File: src/rtl/psh_pkg.sv
// shared types, constants and register map for the phase space histogram
package psh_pkg;

    localparam int VEL_BINS = 64;
    localparam int Y_BINS   = 64;
    localparam int VW       = $clog2(VEL_BINS);
    localparam int YW       = $clog2(Y_BINS);
    localparam int DEPTH    = VEL_BINS * Y_BINS;
    localparam int AW       = $clog2(DEPTH);
    localparam int ACC_W    = 48;
    localparam logic [ACC_W-1:0] ACC_MAX = '1;

    localparam logic [2:0] REG_VEL_MIN   = 3'd0;
    localparam logic [2:0] REG_Y_MIN     = 3'd1;
    localparam logic [2:0] REG_INV_VEL   = 3'd2;
    localparam logic [2:0] REG_INV_Y     = 3'd3;
    localparam logic [2:0] REG_MASS      = 3'd4;
    localparam logic [2:0] REG_WEIGHT    = 3'd5;

    localparam logic OP_ACC  = 1'b0;
    localparam logic OP_READ = 1'b1;

    typedef enum logic [3:0] {
        ST_CLEAR,
        ST_IDLE,
        ST_SQUARE,
        ST_SQRT,
        ST_DIV,
        ST_SCALE,
        ST_BIN,
        ST_RD,
        ST_WR,
        ST_DONE
    } state_t;

    typedef struct packed {
        logic load;
        logic clr_step;
        logic sq_step;
        logic sqrt_init;
        logic sqrt_step;
        logic div_init;
        logic div_step;
        logic scale;
        logic bin;
        logic mem_rd;
        logic mem_wr;
        logic done;
    } cmd_t;

    typedef struct packed {
        logic is_read;
        logic clr_last;
        logic sq_last;
        logic sqrt_last;
        logic div_last;
    } sts_t;

    typedef struct packed {
        logic signed [15:0] vel_min;
        logic signed [15:0] y_min;
        logic [31:0] inv_vel;
        logic [31:0] inv_y;
        logic [31:0] mass;
        logic [31:0] weight;
    } cfg_t;

endpackage

File: src/rtl/psh_regs.sv
// configuration register file on the apb port
module psh_regs (
    input  logic          clk,
    input  logic          rst_n,
    input  logic          psel,
    input  logic          penable,
    input  logic          pwrite,
    input  logic [4:0]    paddr,
    input  logic [31:0]   pwdata,
    output logic [31:0]   prdata,
    output psh_pkg::cfg_t cfg
);
    import psh_pkg::*;

    cfg_t cfg_reg;
    logic [2:0] idx;

    assign idx = paddr[4:2];

    always_ff @(posedge clk or negedge rst_n)
    begin
        if (!rst_n)
        begin
            cfg_reg.vel_min <= -16'sd32;
            cfg_reg.y_min   <= 16'sd0;
            cfg_reg.inv_vel <= 32'd2097152;
            cfg_reg.inv_y   <= 32'd65536;
            cfg_reg.mass    <= 32'd65536;
            cfg_reg.weight  <= 32'd1;
        end
        else if (psel && penable && pwrite)
        begin
            case (idx)
                REG_VEL_MIN: cfg_reg.vel_min <= pwdata[15:0];
                REG_Y_MIN:   cfg_reg.y_min   <= pwdata[15:0];
                REG_INV_VEL: cfg_reg.inv_vel <= pwdata;
                REG_INV_Y:   cfg_reg.inv_y   <= pwdata;
                REG_MASS:    cfg_reg.mass    <= pwdata;
                REG_WEIGHT:  cfg_reg.weight  <= pwdata;
                default:     cfg_reg <= cfg_reg;
            endcase
        end
    end

    always_comb
    begin
        case (idx)
            REG_VEL_MIN: prdata = 32'(signed'(cfg_reg.vel_min));
            REG_Y_MIN:   prdata = 32'(signed'(cfg_reg.y_min));
            REG_INV_VEL: prdata = cfg_reg.inv_vel;
            REG_INV_Y:   prdata = cfg_reg.inv_y;
            REG_MASS:    prdata = cfg_reg.mass;
            REG_WEIGHT:  prdata = cfg_reg.weight;
            default:     prdata = '0;
        endcase
    end

    assign cfg = cfg_reg;

endmodule

File: config.mk
export PLATFORM = sky130hd
export DESIGN_NAME = psh_regs
export DESIGN_NICKNAME = d
export VERILOG_FILES = /design/src/rtl/psh_pkg.sv /design/src/rtl/psh_regs.sv
export SDC_FILE = /design/constraint.sdc
export NUM_CORES = 1
export LEC_CHECK = 0
export ABC_AREA = 1
export ABC_CLOCK_PERIOD_IN_PS = 2350
export BUFFER_PORTS_ARGS = -buffer_cell sky130_fd_sc_hd__buf_4
export CAP_MARGIN = 20
export CORE_MARGIN = 2
export CORE_UTILIZATION = 56
export CTS_CLUSTER_DIAMETER = 120
export DETAILED_ROUTE_END_ITERATION = 16
export GPL_TIMING_DRIVEN = 0
export PLACE_DENSITY = 0.86
export REMOVE_ABC_BUFFERS = 1
export SLEW_MARGIN = 20
export SYNTH_ARGS = -nofsm -noshare
export SYNTH_HDL_FRONTEND = slang
export SYNTH_SLANG_ARGS = --single-unit
File: constraint.sdc
create_clock -name clk -period 2.35 [get_ports clk]
set_input_delay 0.1175 -clock clk [delete_from_list [all_inputs] [get_ports clk]]
set_output_delay 0.1175 -clock clk [all_outputs]
set_load 0.02 [all_outputs]
==> metrics.txt <==
clock-pin slew on the worst setup and hold paths=0.06 ns; vias in the first global route=8124; status=completed; Final Critical Period=2.32 ns; critical path endpoint category=flop; area delta synth->final=36.0%; sequential area share after synthesis=0.506; Post-DP Area=0.00976 mm²; first-pass GRT wire length=43500 µm; CTS tree=done; Fin Clk Skew=0 ns; Synth Register Bits=160; Die ar.=0.0152 mm²; cell taking the most area after synthesis=dfrtp_1; slew of the pin with the lowest slew margin=1.22 ns; worst r2r dst=cfg[0]; Vias=8739; setup tns final=0 ns; Final nets=1299; Skew-Pair Late Insertion Delay=0.42 ns; drt first pass iters=6; top cells by area, synth=dfrtp_1 46%, nand2_1 19%, o21ai_0 9.5%; number of H-tree levels=4; utilization after layout=0.779; final slew viol count=0; Yosys top cell area share=0.457; worst slack, placed=-1.59 ns; core area=0.0139 mm²; ANT nets after route=0; final setup fails=0; final hold vios=0; R2R Setup Slk=1.54 ns; Power Density=891 mW/mm²; number of max-cap violations=0; maximum vdd drop=0.000533 V; DRC viols=0; Slew HR=0.188; antenna violations before repair=0; DRT Wirelength=28500 µm; Final period util=0.988; Min-Delay Path Class=primary input to async pin; worst reg2reg startpoint=cfg[0]; Wirelength per Cell=19.7 µm; share of cells above drive strength 1=0.243; Die X=123 µm; Sink Count=160; # diodes=0; Ports=234; grt ovf=0; overall routing resource usage=0.378; Avg Synthesized Cell Area=7.60 µm²; Max Clk Rate=431 MHz; critical path class=primary input to flop; RSZ-0062 raised after global routing=false; Worst Reg-to-Reg Cells=2; Leak=5.73 nW; synth unique cells=18; Starting Density=0.572; Syn. warnings=0; most frequent cells in the layout=396 x nand2_1, 231 x buf_4, 151 x o21ai_0, 145 x dfrtp_1, 80 x nand3_1; largest net degree at the start of global routing=70; Power, Total=0.00963 W; critical path peak fanout=66; 1st-iter DRT viols=872; Setup WS post-layout=0.0273 ns; die height=123 µm; Placer Congestion=0.775; post-route cell area=0.0108 mm²; commonest non-fill, non-tap cell in the layout=nand2_1; mapped cell area=0.00795 mm²; clk root buf=clkbuf_16; Register Area=0.00402 mm²; FILL cells=970; Longest Clk Path Bufs=2; startpoint types=primary input; Worst Path Required=2.71 ns; port buffer count=231; CTS buffer count=17; Critical Path AT=2.68 ns; area of the multi-input gates=0.00349 mm²; max FFs per register=160; # rows=43; Detailed Place HPWL=15500 µm; Post-Syn Instances=1045; Via density=6.03
[where the power goes]
part / switching (W) / internal (W) / total (W)
registers: 0.000430 / 0.00332 / 0.00375
clock network: 0.00111 / 0.00185 / 0.00297
logic: 0.00179 / 0.00112 / 0.00291
[worst max-delay path: stages]
cell     delay (ns)
buf_4          0.34
nor2_4         0.75
nand2_4        0.49
nor2_4         0.47
buf_12         0.25
nand2_1        0.10
nand2_1        0.08
[cell usage after synthesis]
library cell / n
buf_1: 13
nand3_1: 81
buf_4: 10
inv_2: 3
nand2_2: 2
o21ai_0: 151
inv_1: 31
nor2_4: 4
o21ai_1: 21
clkbuf_1: 34
nor2_1: 44
nor2_2: 4
dfstp_2: 15
buf_2: 27
nand4_1: 60
dfrtp_1: 145
nand3_2: 3
nand2_1: 397
[how the worst max path moves through the flow]
stage	from	end	slack (ns)
2_1_floorplan	pwrite	cfg[100]	-1.63
3_3_place_gp	psel	cfg[52]	-4.59
3_5_place_dp	paddr[4]	cfg[65]	-1.59
4_1_cts	paddr[4]	prdata[1]	0.07
5_1_grt	paddr[2]	cfg[144]	0.003
6_report	paddr[2]	cfg[53]	0.03
[routing by layer]
layer  share of wire  wire, µm  track usage
met5               0         0            0
met4           0.031       888        0.153
met1            0.38     10700        0.490
met3            0.11      3190        0.106
met2            0.48     13700        0.603
[layout make-up]
type                    count  share of cell area
well taps                 180              0.0208
inverters                  34              0.0125
flip-flops and latches    160               0.372
clock buffers              21              0.0435
clock inverters            11              0.0148
multi-input cells         769               0.323
repair buffers            275               0.213
[through the flow]
step | cells | hold slack, ns
2_1_floorplan | 961 | -0.178
3_3_place_gp | 1372 | 0.348
3_5_place_dp | 1380 | 0.0365
4_1_cts | 1447 | 0.180
5_1_grt | 1450 | 0.196
6_report | 1450 | 0.172
[logic make-up (layout without fill, tap and decap cells)]
group                  Yosys count  after routing  synth area share
buffers and inverters          118            341            0.0647
AO/OA/AOI/OAI                  172            172             0.108
flip-flops                     160            160             0.506
AND/OR/NAND/NOR                595            597             0.321
[repair_timing]
item | 4_1_cts | 5_1_grt
hold buffers | 33 | 0
endpoints found under the hold margin | 308 | 0
pin swaps | 2 | 3
cloned | 2 | 0
gates resized for setup | 10 | 1
setup endpoints to repair | 166 | 38
buffers inserted | 0 | 3
Power figures use the tool's default switching activity.
