[config.mk]
export PLATFORM = sky130hd
export DESIGN_NAME = psh_ctrl
export DESIGN_NICKNAME = d
export VERILOG_FILES = /design/src/rtl/psh_pkg.sv /design/src/rtl/psh_ctrl.sv
export SDC_FILE = /design/constraint.sdc
export NUM_CORES = 1
export LEC_CHECK = 0
export BUFFER_PORTS_ARGS = -buffer_cell sky130_fd_sc_hd__buf_2
export CORE_AREA = 4 4 41 43
export CTS_BUF_LIST = sky130_fd_sc_hd__clkbuf_8
export DETAILED_ROUTE_END_ITERATION = 10
export DIE_AREA = 0 0 45 47
export GPL_TIMING_DRIVEN = 0
export PLACE_DENSITY = 0.54
export SYNTH_ARGS = -nofsm -noshare
export SYNTH_HDL_FRONTEND = slang
export SYNTH_SLANG_ARGS = --single-unit
[constraint.sdc]
create_clock -name clk -period 2.5 [get_ports clk]
set_input_delay 0.125 -clock clk [delete_from_list [all_inputs] [get_ports clk]]
set_output_delay 0.125 -clock clk [all_outputs]
set_load 0.01 [all_outputs]
[src/rtl/psh_pkg.sv]
// shared types, constants and register map for the phase space histogram
package psh_pkg;

    localparam int VEL_BINS = 64;
    localparam int Y_BINS   = 64;
    localparam int VW       = $clog2(VEL_BINS);
    localparam int YW       = $clog2(Y_BINS);
    localparam int DEPTH    = VEL_BINS * Y_BINS;
    localparam int AW       = $clog2(DEPTH);
    localparam int ACC_W    = 48;
    localparam logic [ACC_W-1:0] ACC_MAX = '1;

    localparam logic [2:0] REG_VEL_MIN   = 3'd0;
    localparam logic [2:0] REG_Y_MIN     = 3'd1;
    localparam logic [2:0] REG_INV_VEL   = 3'd2;
    localparam logic [2:0] REG_INV_Y     = 3'd3;
    localparam logic [2:0] REG_MASS      = 3'd4;
    localparam logic [2:0] REG_WEIGHT    = 3'd5;

    localparam logic OP_ACC  = 1'b0;
    localparam logic OP_READ = 1'b1;

    typedef enum logic [3:0] {
        ST_CLEAR,
        ST_IDLE,
        ST_SQUARE,
        ST_SQRT,
        ST_DIV,
        ST_SCALE,
        ST_BIN,
        ST_RD,
        ST_WR,
        ST_DONE
    } state_t;

    typedef struct packed {
        logic load;
        logic clr_step;
        logic sq_step;
        logic sqrt_init;
        logic sqrt_step;
        logic div_init;
        logic div_step;
        logic scale;
        logic bin;
        logic mem_rd;
        logic mem_wr;
        logic done;
    } cmd_t;

    typedef struct packed {
        logic is_read;
        logic clr_last;
        logic sq_last;
        logic sqrt_last;
        logic div_last;
    } sts_t;

    typedef struct packed {
        logic signed [15:0] vel_min;
        logic signed [15:0] y_min;
        logic [31:0] inv_vel;
        logic [31:0] inv_y;
        logic [31:0] mass;
        logic [31:0] weight;
    } cfg_t;

endpackage

[src/rtl/psh_ctrl.sv]
// sequencer for the phase space histogram
module psh_ctrl (
    input  logic          clk,
    input  logic          rst_n,
    input  logic          start,
    output logic          busy,
    input  psh_pkg::sts_t sts,
    output psh_pkg::cmd_t cmd
);
    import psh_pkg::*;

    state_t state_reg, state_next;

    always_ff @(posedge clk or negedge rst_n)
    begin
        if (!rst_n)
        begin
            state_reg <= ST_CLEAR;
        end
        else
        begin
            state_reg <= state_next;
        end
    end

    always_comb
    begin
        state_next = state_reg;
        case (state_reg)
            ST_CLEAR:  if (sts.clr_last) state_next = ST_IDLE;
            ST_IDLE:   if (start) state_next = sts.is_read ? ST_RD : ST_SQUARE;
            ST_SQUARE: if (sts.sq_last) state_next = ST_SQRT;
            ST_SQRT:   if (sts.sqrt_last) state_next = ST_DIV;
            ST_DIV:    if (sts.div_last) state_next = ST_SCALE;
            ST_SCALE:  state_next = ST_BIN;
            ST_BIN:    state_next = ST_RD;
            ST_RD:     state_next = ST_WR;
            ST_WR:     state_next = ST_DONE;
            ST_DONE:   state_next = ST_IDLE;
            default:   state_next = ST_IDLE;
        endcase
    end

    always_comb
    begin
        cmd  = '0;
        busy = 1'b1;
        case (state_reg)
            ST_CLEAR:  cmd.clr_step = 1'b1;
            ST_IDLE:
            begin
                busy     = 1'b0;
                cmd.load = start;
                cmd.sqrt_init = 1'b0;
            end
            ST_SQUARE:
            begin
                cmd.sq_step   = 1'b1;
                cmd.sqrt_init = sts.sq_last;
            end
            ST_SQRT:
            begin
                cmd.sqrt_step = 1'b1;
                cmd.div_init  = sts.sqrt_last;
            end
            ST_DIV:    cmd.div_step = 1'b1;
            ST_SCALE:  cmd.scale = 1'b1;
            ST_BIN:    cmd.bin = 1'b1;
            ST_RD:     cmd.mem_rd = 1'b1;
            ST_WR:     cmd.mem_wr = 1'b1;
            ST_DONE:   cmd.done = 1'b1;
            default:   cmd = '0;
        endcase
    end

endmodule

==> results of run 1 <==
==> layout make-up <==
cell class                      count  area [um^2]  share of cell area (%)
Multi-Input combinational cell     39        254.0                   46.14
Tap cell                           15        18.77                   3.409
Buffer                              4        26.28                   4.773
Timing Repair Buffer               21        110.1                   20.00
Clock buffer                        3        41.29                   7.500
Sequential cell                     4        100.1                   18.18
==> timing repair <==
| action | CTS | global route |
|---|---|---|
| endpoints found under the setup margin | 0 | 0 |
| hold buffers | 1 | 0 |
| hold endpoints to repair | 4 | 0 |
==> through the flow <==
stage / utilization [%] / setup WS (ns) / power (W)
after global placement: 38.37 / 1.165 / 0.0006183
final: 42.31 / 0.9409 / 0.0007521
after detailed placement: 38.37 / 1.157 / 0.0006225
after global routing: 42.31 / 0.8708 / 0.0008224
after CTS: 42.31 / 0.9313 / 0.0007631
after floorplan: - / 1.203 / 0.0004899
==> worst max-delay path by stage <==
stage / to / start / depth (start not counted)
6_report: cmd[8] / state_reg[2] / 5
5_1_grt: cmd[8] / state_reg[2] / 5
4_1_cts: cmd[8] / state_reg[2] / 5
3_5_place_dp: cmd[8] / state_reg[2] / 5
3_3_place_gp: cmd[8] / state_reg[2] / 5
2_1_floorplan: cmd[8] / state_reg[2] / 4
==> cell families after synthesis <==
logic type             after synthesis  share of synthesized area (%)
AND/OR/NAND/NOR                     29                          44.08
AO/OA/AOI/OAI                        6                          12.17
flip-flops                           4                          26.32
buffers and inverters                4                          6.907
multiplexers                         3                          8.224
XOR/XNOR                             1                          2.303
==> routing by layer <==
metal	vias to the layer above	routed length, um
met2	12	507
met3	2	60
met1	183	398
met5	-	0
li1	210	-
met4	0	8
==> cell usage in the layout (no fill, tap or decap) <==
master	instances
nand2b_1	5
mux2_2	1
clkbuf_8	3
nor2_1	5
a21oi_1	2
o2111a_1	1
and2_1	2
a21bo_2	1
nand3_1	2
nor2_4	1
mux2i_1	2
buf_2	23
nor4_1	2
dlygate4sd3_1	1
nor3_1	3
and3_1	3
buf_6	1
dfrtp_1	4
or2_1	1
nor2b_1	2
or3b_4	1
o21a_1	1
nand2_1	2
a211oi_1	1
xor2_1	1
==> report_power, final <==
part / leakage, nW / internal (W) / switching, W
Clock: 0.0216 / 0.000102 / 0.0000292
Combinational: 0.220 / 0.000229 / 0.000258
Sequential: 0.0491 / 0.0000990 / 0.0000348
==> worst max-delay path, delay by kind of cell, from the launching register on <==
kind / cells / cell delay, ns
buffers and inverters: 2 / 0.26
AND/OR/NAND/NOR: 3 / 0.62
flip-flops: 1 / 0.36
==> run metrics, run 1 <==
RSZ-0062 raised after global routing no; DRC viols 0; Critical Path Source Type flop; Routed WL per cell 11.34 um; post-synth top area cell dfrtp_1; CTS tree yes; ant diodes 0; crit path cell chain buf_6 > or3b_4 > nor2_4 > and2_1 > buf_2; worst stage delay on the critical path 0.41 ns; R2R cell count 4; final slew viol count 0; ranking of synthesized cells by area dfrtp_1 26%, nand2b_1 8.2%, mux2i_1 5.3%, and3_1 4.9%, nor2_1 4.9%; PwrDens 1366 mW/mm^2; crit path kind reg2out; Tmin final 1.559 ns; grt met3 use 4.215%; RR Startpoint state_reg[2]; CORE AREA 0.001301 mm^2; Starting DRT DRC Count 6; total CTS buffers 3; grt ovf 0; status finished clean; peak supply drop 0.5600 mV; Cells after Synth 47; top-area cell type share of the netlist area 26.32%; Initial Utilization 29.23%; Non-Filler Instances 86; WP data arrival 1.43 ns; Final #Nets 81; Post-synth top flop dfrtp_1; max_slew headroom 81.20%; Worst-path clk slew 0.03 ns; P&R area growth vs syn 44.74%; flops & latches, synth 4; deepest clock path buffer count 2; first-pass GRT wire length 1552 um; Layout fillers 147; Synth Cell Area 380.4 um^2; share of flip-flops with an asynchronous set or reset 100.0%; Synth cell types 23; cell area after layout 550.5 um^2; R2R setup slack 1.23 ns; pin count of the biggest net entering global routing 11; I/O Pins 21; Fmax 641.4 MHz; Period Utilization, post-route 62.36%; initial antenna violation count 0; clock root buffer clkbuf_8; placed cell count 82; Setup-failing EPs final 0; vias in the first global route 378; slowest CP cell or3b_4; Slew @ Worst Pin 0.2820 ns; gp weighted congestion 0.7171; syn_nets 55; Worst-Skew Late Latency 0.21 ns; ANT nets after route 0; Setup Fix Bufs, Post-CTS 0; CP endpoint kind output pin; grt peak-use layer met2; share of layout cells above drive strength 1 43.66%; Detailed Routing Iterations Pass 1 2; sequential share of the synthesized area 26.32%; Worst EP required 2.38 ns; met1 usage 11.90%; WL final 975 um; # port buffers 20; Setup TNS 0 ns; Worst Hold Class in2async; Final Hold Viols 0; max reg flops 4; Max Cap Violations 0; DP Area 499.2 um^2; CP Max Fanout 10; Total GRT Usage 10.06%; setup skew after layout 0.002952 ns; commonest cells in the netlist 5 x nand2b_1, 5 x nor2_1, 4 x dfrtp_1; vias 407; Syn Area/Cell 8.093 um^2; FF-to-FF End state_reg[0]; Fin Hold WS 0.2461 ns; Die Wd 45 um; HPWL Detailed 771.4 um; vias per cell 4.733; Clock Sinks 4; EDFF count, synth 0; row count 13; CTS HTree Levels 1; Leak 0.2908 nW; Post-CTS Resized 0; Die ar. 0.002115 mm^2; met2 Track Usage GR 15.54%; Die H 47 um; Synth Warn # 0
No activity file was read; power rests on OpenSTA's default activity.
==> run 2: changes to the inputs <==
--- a/config.mk
+++ b/config.mk
@@ -5,13 +5,14 @@
 export SDC_FILE = /design/constraint.sdc
 export NUM_CORES = 1
 export LEC_CHECK = 0
+export ABC_AREA = 1
 export BUFFER_PORTS_ARGS = -buffer_cell sky130_fd_sc_hd__buf_2
 export CORE_AREA = 4 4 41 43
 export CTS_BUF_LIST = sky130_fd_sc_hd__clkbuf_8
 export DETAILED_ROUTE_END_ITERATION = 10
 export DIE_AREA = 0 0 45 47
 export GPL_TIMING_DRIVEN = 0
-export PLACE_DENSITY = 0.54
+export PLACE_DENSITY = 0.57
 export SYNTH_ARGS = -nofsm -noshare
 export SYNTH_HDL_FRONTEND = slang
 export SYNTH_SLANG_ARGS = --single-unit
==> constraint.sdc (replaced) <==
create_clock -name clk -period 1.52 [get_ports clk]
set_input_delay 0.076 -clock clk [delete_from_list [all_inputs] [get_ports clk]]
set_output_delay 0.076 -clock clk [all_outputs]
set_load 0.01 [all_outputs]
==> run metrics, run 2 <==
WL final 1053 um (+8.0%); I/O Pins 21 (unchanged); ant diodes 0 (unchanged); commonest non-fill, non-tap cell in the layout buf_2; ANT nets after route 0 (unchanged); clock root buffer clkbuf_8; DRC viols 0 (unchanged); RSZ-0062 raised after global routing no; commonest cells in the netlist 14 x nand2_1, 14 x nor2_1, 13 x inv_1; Setup Fix Bufs, Post-CTS 0 (unchanged); vias per cell 4.351 (-8.1%); Simple-Gate Fraction of Synth Area 59.00% (+15 points); total power 0.001312 W (+74%); max reg flops 4 (unchanged); Die ar. 0.002115 mm^2 (unchanged); Worst-Skew Late Latency 0.22 ns (about the same); Detailed Routing Iterations Pass 1 4 (+2); Clock Sinks 4 (unchanged); Final Hold Viols 0 (unchanged); Tmin final 1.340 ns; setup skew after layout 0.005170 ns (+0.002218 ns); CP endpoint kind output pin; Period Utilization, post-route 88.19%; WP data arrival 1.26 ns (-0.17 ns); max_slew headroom 82.76% (+1.6 points); deepest clock path buffer count 2 (unchanged); Final WS setup 0.1796 ns (-0.7614 ns); total CTS buffers 3 (unchanged); Routed WL per cell 9.237 um (-19%); peak supply drop 0.9995 mV (+78%); XOR/XNOR Fraction of Synth Area 0% (-2.3 points); CTS HTree Levels 1 (unchanged); CTS tree yes; post-synth top area cell dfrtp_1; largest family of logic cells by synthesized area simple AND/OR/NAND/NOR gates; crit path kind reg2out; Synth cell types 14 (-39%); Critical Path Source Type flop; Setup-failing EPs final 0 (unchanged); Slew @ Worst Pin 0.2586 ns (-0.02337 ns); # hold bufs at CTS 1 (unchanged); P&R area growth vs syn 40.12%; Die Wd 45 um (unchanged); Setup TNS 0 ns (unchanged); Post-Place Setup Slack 0.2716 ns (-0.8851 ns); sequential share of the synthesized area 23.60% (-2.7 points); Syn Area/Cell 5.655 um^2 (-30%); mux contribution to synthesized area 0% (-8.2 points); cell family contributing the most delay on the critical path flip-flops; Cells after Synth 75 (+60%); placed cell count 110 (+34%); row count 13 (unchanged); Non-Filler Instances 114 (+33%); slowest CP cell dfrtp_1; gp weighted congestion 0.7534 (+5.1%); Leak 0.3948 nW (+36%); Die H 47 um (unchanged); PwrDens 2207 mW/mm^2 (+62%); Total GRT Usage 11.49% (+1.4 points); final slew viol count 0 (unchanged); syn_nets 83 (+51%); Crit path buffers/inverters 2 (unchanged); Compound-Gate Fraction of Synth Area 2.360% (-9.8 points); Post-CTS Resized 0 (unchanged); commonest cells after routing, fill and taps aside 20 x buf_2, 14 x nand2_1, 14 x nor2_1; Post-synth top flop dfrtp_1; # port buffers 20 (unchanged); share of layout cells above drive strength 1 40.40% (-3.3 points); Post-Synth Adder-Cell Area 0% (unchanged); ranking of synthesized cells by area dfrtp_1 24%, nand2_1 12%, nor2_1 12%, inv_1 12%, nor2_2 10%; HPWL Detailed 895.7 um (+16%); worst stage delay on the critical path 0.47 ns (+0.06 ns); Synth Warn # 0 (unchanged); status finished clean; grt ovf 0 (unchanged); Final #Nets 109 (+35%); first-pass GRT wire length 1662 um (+7.1%); Worst EP required 1.44 ns (-0.94 ns); Worst Hold Class in2async; Synth Cell Area 424.2 um^2 (+12%); EDFF count, synth 0 (unchanged); flops & latches, synth 4 (unchanged); Initial Utilization 32.60% (+3.4 points); Fmax 746.0 MHz; Layout fillers 147 (unchanged); CORE AREA 0.001301 mm^2 (unchanged); initial antenna violation count 0 (unchanged); Worst-path clk slew 0.03 ns (about the same); vias 496 (+22%); crit path cell chain nand2_2 > nor2_2 > inv_1 > nor2_1 > buf_2; CP Max Fanout 7 (-3); share of flip-flops with an asynchronous set or reset 100.0% (unchanged); vias in the first global route 406 (+7.4%); Max Cap Violations 0 (unchanged); Fin Hold WS 0.1929 ns (-0.05323 ns); Starting DRT DRC Count 11 (+5); top-area cell type share of the netlist area 23.60% (-2.7 points); pin count of the biggest net entering global routing 8 (-3)
[run 2: layer usage]
layer	global-route usage (%)	routed length, um	up-vias
met5	0	0	-
met1	13.99	458	200
met4	8.772	28	0
met3	2.682	95	3
li1	-	-	275
met2	17.51	470	18
[run 2: worst paths after layout]
check | startpoint | endpoint | slack, ns | depth (start not counted)
setup / recovery | state_reg[0] | cmd[6] | 0.18 | 5
hold / removal | rst_n | state_reg[3] | 0.19 | 2
setup reg to reg | state_reg[1] | state_reg[0] | 0.27 | 8
hold reg to reg | state_reg[0] | state_reg[0] | 0.68 | 2
max in group asynchronous | rst_n | state_reg[2] | 1.20 | 2
min in group clk | sts[4] | state_reg[2] | 0.21 | 5
[run 2: area by class of cell]
cell class	count	area, um^2	share of cell area [%]
clock buffer	3	41.29	6.947
inverter	17	63.81	10.74
tap	15	18.77	3.158
sequential	4	100.1	16.84
multi-input combinational	54	260.3	43.79
timing repair buffer	21	110.1	18.53
[run 2: logic make-up (layout without fill, tap and decap cells)]
| group | count (synthesis) | count (layout) |
|---|---|---|
| flops | 4 | 4 |
| compound gates | 2 | 2 |
| buf+inv | 17 | 41 |
| simple gates | 52 | 52 |
[run 2: per-stage QoR]
step                      util, %  cell area (um^2)
final                       45.67             594.3
after global routing        45.67             594.3
after CTS                   45.67             594.3
after detailed placement    41.73             543.0
after global placement      41.73             543.0
after floorplan                 -             424.2
[run 2: power breakdown]
| group | internal, W | switching [W] | total [W] | leakage, nW |
|---|---|---|---|---|
| Combinational | 0.000308 | 0.000537 | 0.000846 | 0.323 |
| Sequential | 0.000161 | 0.0000812 | 0.000242 | 0.0500 |
| Clock | 0.000169 | 0.0000548 | 0.000224 | 0.0216 |
